## src/design/mm64_pkg.sv

```systemverilog
// shared constants, codes and types of the murmur64a hash block
package mm64_pkg;

  localparam int unsigned DATA_W      = 64;
  localparam int unsigned LEN_W       = 32;
  localparam int unsigned CNT_W       = 4;
  localparam int unsigned HALF_W      = 32;
  localparam int unsigned SHIFT_K     = 47;
  localparam int unsigned QUEUE_DEPTH = 2;

  localparam logic [DATA_W-1:0] MUL_K      = 64'hc6a4a7935bd1e995;
  localparam logic [DATA_W-1:0] SEED_RESET = 64'h0000_0000_41C6_4E6D;

  typedef logic [1:0] kind_t;

  localparam kind_t KIND_NONE = 2'd0;
  localparam kind_t KIND_FULL = 2'd1;
  localparam kind_t KIND_TAIL = 2'd2;

  typedef struct packed {
    logic [DATA_W-1:0] word;
    kind_t             kind;
    logic              first;
    logic              last;
    logic [LEN_W-1:0]  len;
  } mm64_op_t;

  typedef struct packed {
    logic              start;
    logic [DATA_W-1:0] a;
  } mm64_mreq_t;

  typedef struct packed {
    logic              busy;
    logic              done;
    logic [DATA_W-1:0] p;
  } mm64_mrsp_t;

endpackage

```

## src/design/mm64_front.sv

```systemverilog
// input side: classifies items, masks tail bytes and queues them for the back end
module mm64_front #(
  parameter int unsigned QUEUE_DEPTH = mm64_pkg::QUEUE_DEPTH
) (
  input  logic                         clk,
  input  logic                         rst_n,
  input  logic                         in_push,
  output logic                         in_full,
  input  logic [mm64_pkg::DATA_W-1:0]  in_data_word,
  input  logic [mm64_pkg::CNT_W-1:0]   in_byte_count,
  input  logic                         in_first_item,
  input  logic                         in_last_item,
  input  logic [mm64_pkg::LEN_W-1:0]   in_total_length,
  output logic                         q_valid,
  output mm64_pkg::mm64_op_t           q_op,
  input  logic                         q_pop
);
  import mm64_pkg::*;

  localparam int unsigned IW = (QUEUE_DEPTH > 1) ? $clog2(QUEUE_DEPTH) : 1;
  localparam int unsigned CW = $clog2(QUEUE_DEPTH + 1);

  mm64_op_t          slot_r [QUEUE_DEPTH];
  logic [IW-1:0]     wr_ptr_r, wr_ptr_nxt;
  logic [IW-1:0]     rd_ptr_r, rd_ptr_nxt;
  logic [CW-1:0]     count_r, count_nxt;
  logic [DATA_W-1:0] mask;
  mm64_op_t          op_in;
  logic              do_push;
  logic              do_pop;

  // byte enables from the count, then kind of work
  always_comb begin
    for (int b = 0; b < 8; b++) begin
      mask[b*8 +: 8] = {8{in_byte_count > CNT_W'(b)}};
    end
    op_in.first = in_first_item;
    op_in.last  = in_last_item;
    op_in.len   = in_total_length;
    if (in_byte_count == '0) begin
      op_in.kind = KIND_NONE;
      op_in.word = '0;
    end else if (in_byte_count[CNT_W-1]) begin
      op_in.kind = KIND_FULL;
      op_in.word = in_data_word;
    end else begin
      op_in.kind = KIND_TAIL;
      op_in.word = in_data_word & mask;
    end
  end

  assign in_full = (count_r == CW'(QUEUE_DEPTH));
  assign q_valid = (count_r != '0);
  assign q_op    = slot_r[rd_ptr_r];
  assign do_push = in_push && !in_full;
  assign do_pop  = q_pop && q_valid;

  always_comb begin
    wr_ptr_nxt = wr_ptr_r;
    rd_ptr_nxt = rd_ptr_r;
    count_nxt  = count_r;
    if (do_push) begin
      wr_ptr_nxt = (wr_ptr_r == IW'(QUEUE_DEPTH - 1)) ? '0 : wr_ptr_r + 1'b1;
    end
    if (do_pop) begin
      rd_ptr_nxt = (rd_ptr_r == IW'(QUEUE_DEPTH - 1)) ? '0 : rd_ptr_r + 1'b1;
    end
    if (do_push && !do_pop) begin
      count_nxt = count_r + 1'b1;
    end else if (do_pop && !do_push) begin
      count_nxt = count_r - 1'b1;
    end
  end

  always_ff @(posedge clk) begin
    if (!rst_n) begin
      wr_ptr_r <= '0;
      rd_ptr_r <= '0;
      count_r  <= '0;
    end else begin
      wr_ptr_r <= wr_ptr_nxt;
      rd_ptr_r <= rd_ptr_nxt;
      count_r  <= count_nxt;
    end
  end

  always_ff @(posedge clk) begin
    if (do_push) begin
      slot_r[wr_ptr_r] <= op_in;
    end
  end

  a_count_bound: assert property (@(posedge clk) disable iff (!rst_n)
    count_r <= CW'(QUEUE_DEPTH))
    else $error("queue count beyond depth");

endmodule

```

## src/design/mm64_mul.sv

```systemverilog
// shared 64-bit multiply by the mixing constant, one 32x32 partial product a cycle
module mm64_mul (
  input  logic                  clk,
  input  logic                  rst_n,
  input  mm64_pkg::mm64_mreq_t  mreq,
  output mm64_pkg::mm64_mrsp_t  mrsp
);
  import mm64_pkg::*;

  logic [DATA_W-1:0] a_r, a_nxt;
  logic [DATA_W-1:0] prod_r, prod_nxt;
  logic [DATA_W-1:0] acc_r, acc_nxt;
  logic [1:0]        step_r, step_nxt;
  logic              run_r, run_nxt;
  logic              done_r, done_nxt;
  logic [HALF_W-1:0] mx;
  logic [HALF_W-1:0] my;
  logic [DATA_W-1:0] mp;

  // low 64 bits: al*kl + ((al*kh + ah*kl) << 32)
  assign mx = (step_r == 2'd2) ? a_r[DATA_W-1:HALF_W] : a_r[HALF_W-1:0];
  assign my = (step_r == 2'd1) ? MUL_K[DATA_W-1:HALF_W] : MUL_K[HALF_W-1:0];
  assign mp = DATA_W'(mx) * DATA_W'(my);

  always_comb begin
    a_nxt    = a_r;
    prod_nxt = prod_r;
    acc_nxt  = acc_r;
    step_nxt = step_r;
    run_nxt  = run_r;
    done_nxt = 1'b0;
    if (mreq.start) begin
      a_nxt    = mreq.a;
      step_nxt = 2'd0;
      run_nxt  = 1'b1;
    end else if (run_r) begin
      step_nxt = step_r + 1'b1;
      case (step_r)
        2'd0: begin
          prod_nxt = mp;
        end
        2'd1: begin
          acc_nxt  = prod_r;
          prod_nxt = {{HALF_W{1'b0}}, mp[HALF_W-1:0]};
        end
        2'd2: begin
          acc_nxt[DATA_W-1:HALF_W] = acc_r[DATA_W-1:HALF_W] + prod_r[HALF_W-1:0];
          prod_nxt = {{HALF_W{1'b0}}, mp[HALF_W-1:0]};
        end
        default: begin
          acc_nxt[DATA_W-1:HALF_W] = acc_r[DATA_W-1:HALF_W] + prod_r[HALF_W-1:0];
          run_nxt  = 1'b0;
          done_nxt = 1'b1;
        end
      endcase
    end
  end

  always_ff @(posedge clk) begin
    if (!rst_n) begin
      step_r <= '0;
      run_r  <= 1'b0;
      done_r <= 1'b0;
    end else begin
      step_r <= step_nxt;
      run_r  <= run_nxt;
      done_r <= done_nxt;
    end
  end

  always_ff @(posedge clk) begin
    a_r    <= a_nxt;
    prod_r <= prod_nxt;
    acc_r  <= acc_nxt;
  end

  assign mrsp.busy = run_r;
  assign mrsp.done = done_r;
  assign mrsp.p    = acc_r;

  a_done_after_last_step: assert property (@(posedge clk) disable iff (!rst_n)
    done_r |-> $past(run_r && step_r == 2'd3 && !mreq.start))
    else $error("multiply done without its last step");

endmodule

```

## src/design/mm64_back.sv

```systemverilog
// execution side: sequences the hash recurrence over the shared multiplier
module mm64_back (
  input  logic                         clk,
  input  logic                         rst_n,
  input  logic [mm64_pkg::DATA_W-1:0]  seed,
  input  logic                         q_valid,
  input  mm64_pkg::mm64_op_t           q_op,
  output logic                         q_pop,
  output mm64_pkg::mm64_mreq_t         mreq,
  input  mm64_pkg::mm64_mrsp_t         mrsp,
  output logic                         out_empty,
  input  logic                         out_pop,
  output logic [mm64_pkg::DATA_W-1:0]  out_hash_value
);
  import mm64_pkg::*;

  localparam logic [3:0] S_IDLE = 4'd0;
  localparam logic [3:0] S_LEN  = 4'd1;
  localparam logic [3:0] S_WORD = 4'd2;
  localparam logic [3:0] S_K1   = 4'd3;
  localparam logic [3:0] S_K2   = 4'd4;
  localparam logic [3:0] S_FOLD = 4'd5;
  localparam logic [3:0] S_FIN  = 4'd6;
  localparam logic [3:0] S_F1   = 4'd7;
  localparam logic [3:0] S_EMIT = 4'd8;

  function automatic logic [DATA_W-1:0] xsh(input logic [DATA_W-1:0] v);
    return v ^ (v >> SHIFT_K);
  endfunction

  logic [3:0]        state_r, state_nxt;
  mm64_op_t          op_r, op_nxt;
  logic [DATA_W-1:0] hash_r, hash_nxt;
  logic              out_valid_r, out_valid_nxt;
  logic [DATA_W-1:0] out_hash_r, out_hash_nxt;

  always_comb begin
    state_nxt     = state_r;
    op_nxt        = op_r;
    hash_nxt      = hash_r;
    out_valid_nxt = out_valid_r && !out_pop;
    out_hash_nxt  = out_hash_r;
    q_pop         = 1'b0;
    mreq.start    = 1'b0;
    mreq.a        = '0;
    case (state_r)
      S_IDLE: begin
        if (q_valid) begin
          q_pop  = 1'b1;
          op_nxt = q_op;
          if (q_op.first) begin
            mreq.start = 1'b1;
            mreq.a     = {{(DATA_W-LEN_W){1'b0}}, q_op.len};
            state_nxt  = S_LEN;
          end else begin
            state_nxt = S_WORD;
          end
        end
      end
      S_LEN: begin
        if (mrsp.done) begin
          hash_nxt  = seed ^ mrsp.p;
          state_nxt = S_WORD;
        end
      end
      S_WORD: begin
        case (op_r.kind)
          KIND_FULL: begin
            mreq.start = 1'b1;
            mreq.a     = op_r.word;
            state_nxt  = S_K1;
          end
          KIND_TAIL: begin
            hash_nxt   = hash_r ^ op_r.word;
            mreq.start = 1'b1;
            mreq.a     = hash_r ^ op_r.word;
            state_nxt  = S_FOLD;
          end
          default: begin
            state_nxt = S_FIN;
          end
        endcase
      end
      S_K1: begin
        if (mrsp.done) begin
          mreq.start = 1'b1;
          mreq.a     = xsh(mrsp.p);
          state_nxt  = S_K2;
        end
      end
      S_K2: begin
        if (mrsp.done) begin
          hash_nxt   = hash_r ^ mrsp.p;
          mreq.start = 1'b1;
          mreq.a     = hash_r ^ mrsp.p;
          state_nxt  = S_FOLD;
        end
      end
      S_FOLD: begin
        if (mrsp.done) begin
          hash_nxt  = mrsp.p;
          state_nxt = S_FIN;
        end
      end
      S_FIN: begin
        if (op_r.last) begin
          mreq.start = 1'b1;
          mreq.a     = xsh(hash_r);
          state_nxt  = S_F1;
        end else begin
          state_nxt = S_IDLE;
        end
      end
      S_F1: begin
        if (mrsp.done) begin
          hash_nxt  = xsh(mrsp.p);
          state_nxt = S_EMIT;
        end
      end
      S_EMIT: begin
        if (!out_valid_r || out_pop) begin
          out_valid_nxt = 1'b1;
          out_hash_nxt  = hash_r;
          state_nxt     = S_IDLE;
        end
      end
      default: begin
        state_nxt = S_IDLE;
      end
    endcase
  end

  always_ff @(posedge clk) begin
    if (!rst_n) begin
      state_r     <= S_IDLE;
      hash_r      <= '0;
      out_valid_r <= 1'b0;
    end else begin
      state_r     <= state_nxt;
      hash_r      <= hash_nxt;
      out_valid_r <= out_valid_nxt;
    end
  end

  always_ff @(posedge clk) begin
    op_r       <= op_nxt;
    out_hash_r <= out_hash_nxt;
  end

  assign out_empty      = !out_valid_r;
  assign out_hash_value = out_hash_r;

  a_no_start_while_busy: assert property (@(posedge clk) disable iff (!rst_n)
    !(mreq.start && mrsp.busy))
    else $error("multiply started while busy");

  a_result_from_emit: assert property (@(posedge clk) disable iff (!rst_n)
    $rose(out_valid_r) |-> $past(state_r == S_EMIT))
    else $error("result loaded outside emit");

  a_idle_mul_quiet: assert property (@(posedge clk) disable iff (!rst_n)
    (state_r == S_IDLE) |-> !mrsp.busy)
    else $error("multiplier running while idle");

endmodule

```

## src/design/murmur64a_hash.sv

```systemverilog
// top level of the streaming murmurhash64a block
//
//  channel  direction  handshake             payload
//  in_      in         in_push / in_full     data_word, byte_count, first_item,
//                                            last_item, total_length
//  out_     out        out_empty / out_pop   hash_value
//  cfg_     in         cfg_valid / cfg_ready seed
//
// a 64-bit multiply runs in 4 steps on the shared 32x32 multiplier (three partial products
// and a final add) before its hand-off; multiplies per item: first item +1, full word +3,
// tail word +1, last item +1, and a last item ends with an emit step
// reset is synchronous active low: queue empty, running hash zero, seed 0x41c64e6d
// the input queue keeps accepting, until it is full, while the back end works or a result waits unread
// the back end stalls in its emit step only while the result register is still full
module murmur64a_hash #(
  parameter int unsigned QUEUE_DEPTH = mm64_pkg::QUEUE_DEPTH
) (
  input  logic                         clk,
  input  logic                         rst_n,
  input  logic                         in_push,
  output logic                         in_full,
  input  logic [mm64_pkg::DATA_W-1:0]  in_data_word,
  input  logic [mm64_pkg::CNT_W-1:0]   in_byte_count,
  input  logic                         in_first_item,
  input  logic                         in_last_item,
  input  logic [mm64_pkg::LEN_W-1:0]   in_total_length,
  output logic                         out_empty,
  input  logic                         out_pop,
  output logic [mm64_pkg::DATA_W-1:0]  out_hash_value,
  input  logic                         cfg_valid,
  output logic                         cfg_ready,
  input  logic [mm64_pkg::DATA_W-1:0]  cfg_seed
);
  import mm64_pkg::*;

  logic [DATA_W-1:0] seed_r, seed_nxt;
  logic              q_valid;
  mm64_op_t          q_op;
  logic              q_pop;
  mm64_mreq_t        mreq;
  mm64_mrsp_t        mrsp;

  assign cfg_ready = 1'b1;
  assign seed_nxt  = (cfg_valid && cfg_ready) ? cfg_seed : seed_r;

  always_ff @(posedge clk) begin
    if (!rst_n) begin
      seed_r <= SEED_RESET;
    end else begin
      seed_r <= seed_nxt;
    end
  end

  mm64_front #(
    .QUEUE_DEPTH (QUEUE_DEPTH)
  ) u_front (
    .clk             (clk),
    .rst_n           (rst_n),
    .in_push         (in_push),
    .in_full         (in_full),
    .in_data_word    (in_data_word),
    .in_byte_count   (in_byte_count),
    .in_first_item   (in_first_item),
    .in_last_item    (in_last_item),
    .in_total_length (in_total_length),
    .q_valid         (q_valid),
    .q_op            (q_op),
    .q_pop           (q_pop)
  );

  mm64_mul u_mul (
    .clk   (clk),
    .rst_n (rst_n),
    .mreq  (mreq),
    .mrsp  (mrsp)
  );

  mm64_back u_back (
    .clk            (clk),
    .rst_n          (rst_n),
    .seed           (seed_r),
    .q_valid        (q_valid),
    .q_op           (q_op),
    .q_pop          (q_pop),
    .mreq           (mreq),
    .mrsp           (mrsp),
    .out_empty      (out_empty),
    .out_pop        (out_pop),
    .out_hash_value (out_hash_value)
  );

endmodule
```

## config.mk

```make
export PLATFORM = sky130hd
export DESIGN_NAME = murmur64a_hash
export DESIGN_NICKNAME = d
export VERILOG_FILES = /design/src/design/mm64_pkg.sv /design/src/design/mm64_front.sv /design/src/design/mm64_mul.sv /design/src/design/mm64_back.sv /design/src/design/murmur64a_hash.sv
export SDC_FILE = /design/constraint.sdc
export NUM_CORES = 2
export LEC_CHECK = 0
export ABC_CLOCK_PERIOD_IN_PS = 9900
export BUFFER_PORTS_ARGS = -buffer_cell sky130_fd_sc_hd__buf_4
export CAP_MARGIN = 15
export CORE_MARGIN = 2
export CORE_UTILIZATION = 50
export DETAILED_ROUTE_END_ITERATION = 10
export MAX_ROUTING_LAYER = met4
export PLACE_DENSITY_LB_ADDON = 0.15
export SETUP_SLACK_MARGIN = 0.15
export SKIP_LAST_GASP = 1
export SYNTH_ARGS = -nofsm -noshare
export SYNTH_HDL_FRONTEND = slang
export SYNTH_SLANG_ARGS = --single-unit
```

## constraint.sdc

```tcl
create_clock -name clk -period 9.9 [get_ports clk]
set_clock_uncertainty 0.1 [all_clocks]
set_input_delay 1.485 -clock clk [delete_from_list [all_inputs] [get_ports clk]]
set_output_delay 1.485 -clock clk [all_outputs]
set_load 0.03 [all_outputs]
```

After elaboration in Yosys (flattened, before gate mapping)
Memory sizes are Yosys's and may differ from the RTL's. A register that Yosys moved wholly into a read port is not among the register bits.
Index checks and enable logic that the tools add are counted.
- memory bits (writable): 200
- memories: 1
- bits of input ports: 171
- word-level logic and storage cells: 140
- register bits: 464
- output and inout bits: 67
- memory list (memory ; words ; width ; rd ports ; clocked after Yosys merged registers in ; wr ports ; line ; RTL):
    u_front.slot_r ; 2 ; 100 ; 1 ; 1 ; 1 ; mm64_front.sv:23 ; mm64_op_t slot_r [QUEUE_DEPTH];
- add/subtract/negate cells: 6
- equal/unequal tests: 21
- reductions and logical operators: 29
- $lt $le $gt $ge: 8
- mux-type cells: 46
- bitwise operators: 10
- $mul: 1
- operators by type and width (cell ; number):
    $mux 65 ; 5
    $pmux 65 s5 ; 1
    $mux 64 ; 5
    $pmux 64 s5 ; 1
    $xor 64x64->64 ; 3
    $mux 66 ; 2
    $pmux 65 s2 ; 1
    $pmux 64 s2 ; 1
    $xor 64x17->64 ; 2
    $and 64x64->64 ; 1
    $mul 32x32->64 ; 1
    $mux 32 ; 2
    $pmux 32 s2 ; 1
    $pmux 4 s9 ; 1
    $add 32x32->32 ; 1
    $mux 4 ; 7
    $eq 4x3->1 const B ; 4
    $gt 4x3->1 const B ; 4
    $mux 1 ; 14
    $ne 2x2->1 const B ; 6
    $reduce_and 3->1 ; 3
    $eq 4x2->1 const B ; 2
    $gt 4x1->1 const B ; 2
    $gt 4x2->1 const B ; 2
    other kinds (24) ; 49

Longest topological paths before layout
- depth in word-level cells: 7
- gate-level depth with buffers: 35
- gate-level depth less buffers: 31

Modules after synthesis
Synthesis repeated with hierarchy kept, for this count alone.
- cell total of the unflattened synthesis: 5498
- area, all modules: 58010.6 um^2
- by module, submodules not included (module ; cells an instance ; sequential area each (um^2) ; area an instance (um^2) ; instances):
    mm64_mul ; 3148 ; 5845.6 ; 33015.4 ; 1
    mm64_back ; 1728 ; 5315.1 ; 14631.5 ; 1
    mm64_front ; 414 ; 6105.9 ; 7917.6 ; 1
    murmur64a_hash ; 208 ; 1281.2 ; 2446.1 ; 1

Worst setup path before layout
OpenSTA, ideal clock, no wires.
- path type: register to register
- from: register u_mul.step_r[0]
- to: register u_mul.prod_r[62], data pin
- stages on the path, launching flop included: 34
- setup time: 0.262 ns
- period minus slack after synthesis: 9.273 ns
- arrival: 8.910 ns
- path buffers: 4
- path slack: 0.627 ns
- data required time: 9.538 ns
- cells stage by stage: dfxtp_1 inv_1 ha_1 clkbuf_1 clkbuf_1 buf_1 mux2i_1 inv_1 nand2_1 inv_1 fa_1 inv_1 fa_1 fa_1 fa_1 inv_1 fa_1 fa_1 fa_1 inv_1 fa_1 inv_1 ha_1 clkbuf_1 nand2_1 nor4_1 nand3_1 a21oi_1 a21oi_1 o31a_1 o221a_2 o21ai_2 a221oi_2 mux2_1
- longest elaborated chain between the ends: 4
- elaborated cells on any way between the ends: 8
- classes of those cells: 1 x mul; 2 x eq/ne; 3 x mux; 2 x reduce/logical
- RTL lines (element ; line ; RTL):
    start, declared ; mm64_mul.sv:13 ; logic [1:0] step_r, step_nxt;
    start signal, assigned ; mm64_mul.sv:65 ; step_r <= step_nxt;
    $eq 2x2->1 / $eq 2x1->1 (equally long branches) ; mm64_mul.sv:21, mm64_mul.sv:38, mm64_mul.sv:22 ;
    $mux 32 (on tied branches) ; mm64_mul.sv:21, mm64_mul.sv:22 ;
    $mul 32x32->64 ; mm64_mul.sv:23 ; assign mp = DATA_W'(mx) * DATA_W'(my);
    $pmux 64 s2 * ; mm64_mul.sv:38 ; case (step_r)
    end signal, assigned ; mm64_mul.sv:73 ; prod_r <= prod_nxt;
    end, declared ; mm64_mul.sv:11 ; logic [DATA_W-1:0] prod_r, prod_nxt;
Mark *: on every way between the ends. The rest lies on a longest branch, timed or not. The select of a mux whose other input is x is not followed.
A chain may end at the register's enable or synchronous reset.

Worst setup path after layout
- from: register u_mul.step_r[0]
- to: register u_mul.prod_r[61], data pin
The elaborated chain is that of the path after synthesis.

==> qor.yml <==
timing:
  fmax_mhz: 106
  drv_slew: 0
  finalSetupTns_ps: 0
  whs_ps: 415
  setup_violations: 0
  finalHoldViolCount: 0
  tightest_slew_ps: 1130
  grt_setup_unrepaired: "true"
  maxSlewHeadroom_pct: 24.9
  period_needed_ps: 9410
  period_share_pct: 95.0
cts:
  cts.sink_count: 665
  cts_tree: "built"
  h-tree-depth: 2
  cts.path.max_buffers: 3
  postCtsHoldBufs: 0
  cts-root-buf: "clkbuf_16"
  cts-resized-gates: 0
  clock_latency_ps: 650
  numCtsBuffers: 58
  clk_pin_slew_ps: 70
  post_cts_buffers: 0
place:
  hpwl_um: 142000
  place_area_um2: 59800
  gp_congestion: 0.982
  portBuffers: 236
worst_hold_path:
  hold_depth: 2
  hp-class: "reg -> reg"
grt:
  first_global_vias: 40200
  grt_pass1_wl_um: 269000
  antenna_found_initial: 4
  grt.total_usage_pct: 32.5
  grt-ovfl-total: 0
  grt_max_degree: 106
floorplanning:
  rows: 122
  initial_utilization_pct: 50.5
  dieHeight_um: 339
  dieArea_um2: 115000
  core_um2: 111000
  ios: 238
  die_x_um: 339
detailed_routing:
  dr_wl_met2_um: 83700
  drc: 0
  drt-initial-drc-count: 4544
  wirelength_um: 182000
  dr.pass1.iters: 6
  vias: 40700
  wl_met1_um: 80000
  top_layer: "met4"
  dr_wl_met3_um: 13000
  wl_per_cell_um: 26.4
  detail_route.vias_per_cell: 5.91
  drtAntennaViolNets: 0
critical_path:
  cpPeakStageDelay_ps: 590
  critPathLaunchType: "register"
  end_kind: "register"
  cp.required_ps: 10310
  crit_top_cell: "fa_1"
  worstRegToRegCells: 28
  worst-setup-path-type: "reg -> reg"
  cp.arrival_ps: 9820
  critPathSlowestCell: "mux2i_2"
  path_max_fanout: 8
synthesis:
  synthTopCellsByCount: "inv_1 (824), fa_1 (624), edfxtp_1 (523)"
  yosysMostFrequentCell: "inv_1"
  ys_seq_area_share_pct: 33.1
  async_flop_share_pct: 0
  synth_cells: 5193
  synth_area_um2: 56000
  synth.area.top_cells: "edfxtp_1 (28%), fa_1 (22%), ha_1 (9.7%)"
  synth_warnings: 0
  synth_edf_count: 523
  synth_top_area_share_pct: 28.0
  synth_ff_type: "edfxtp_1"
  synth_cell_type_count: 89
  synth_top_cell_by_area: "edfxtp_1"
  syn_area_per_cell_um2: 10.8
  ys_ff_latch: 665
final_layout:
  layout.nets: 6584
  drive_gt1_share_pct: 13.1
  stdcell_area_um2: 62000
  n_fill_cell: 9658
  areaGrowthSynthToFinish_pct: 10.6
run_status:
  outcome: "complete, no violations"
run:
  cap_violations: 0
[per-stage QoR]
| stage | util (%) | std cells | setup slack, ps |
|---|---|---|---|
| 2_1_floorplan | - | 5196 | 627 |
| 3_3_place_gp | 53.9 | 6780 | 344 |
| 3_5_place_dp | 53.9 | 6780 | 241 |
| 4_1_cts | 55.8 | 6889 | 191 |
| 5_1_grt | 55.8 | 6892 | 69.5 |
| 6_report | 55.9 | 6894 | 490 |
[worst max-delay path: cells and delay by family, from the launching register on]
kind | cells | cell delay (ps)
compound gates | 6 | 1480
fa+ha+maj | 10 | 4720
buf+inv | 6 | 930
flops | 1 | 380
mux | 1 | 590
simple gates | 5 | 1060
[routing by layer]
| layer | global-route usage [%] | vias up |
|---|---|---|
| met5 | - | - |
| li1 | - | 18000 |
| met3 | 4.08 | 238 |
| met4 | 7.82 | 0 |
| met1 | 46.1 | 20700 |
| met2 | 49.8 | 1775 |
[registers in the layout, summed over array words and instances, names as in the netlist, 2 cells and up, named ones only]
signal,count
u_mul.acc_r,64
u_front.slot_r,200
u_back.op_r,67
u_back.state_r,4
u_mul.a_r,64
u_back.out_hash_value,64
u_mul.step_r,2
u_mul.prod_r,64
u_back.hash_r,64
seed_r,64
u_front.count_r,2
[path summary, 6_finish.rpt]
check	slack, ps	to	from
min	410	u_front.rd_ptr_r	u_front.rd_ptr_r
max	490	u_mul.prod_r[61]	u_mul.step_r[0]
min reg2reg	410	u_front.rd_ptr_r	u_front.rd_ptr_r
max reg2reg	490	u_mul.prod_r[61]	u_mul.step_r[0]
[cells in the final DEF, fill, tap and decap left out, types with 20 or more instances in the layout]
cell and n:
a221o_1 32, inv_1 822, nand3_1 53, mux2i_1 117, fa_1 624, o21ai_0 346
nand2_1 238, a221oi_1 52, buf_4 405, xnor2_1 84, nor2_1 199, o221a_2 47
edfxtp_1 523, dfxtp_1 141, xor2_1 136, a21oi_1 290, ha_1 431, mux2_2 81
or2_2 22, nor3b_1 49, clkbuf_16 59, and2_1 36, o22ai_1 20, o221ai_1 34
a21o_1 78, nor2b_1 80, a22oi_1 96
[cell families (layout without fill, tap and decap cells)]
group,after synthesis,after routing,synth area share (%)
adders and majority gates,1060,1060,32.0
xor gates and xnor gates,220,220,3.44
buffers and inverters,1140,1346,7.87
and+or+nand+nor,783,783,6.75
DFF,665,665,33.1
other,2,9,0.0134
AOI/OAI and AO/OA,1122,1122,13.0
muxes,201,201,3.77
[cell type report]
type	count	area (um^2)	area share, %
Antenna cell	4	10.0	0.0161
Clock buffer	69	1540	2.49
Clock inverter	40	549	0.886
Inverter	828	3110	5.02
Multi-Input combinational cell	3391	33200	53.6
Sequential cell	665	18600	29.9
Tap cell	1488	1860	3.00
Timing Repair Buffer	409	3110	5.01
Power is left out: the tool's default activity adds up to more than one toggle a clock period on the data nets, which glitch-free logic cannot reach.
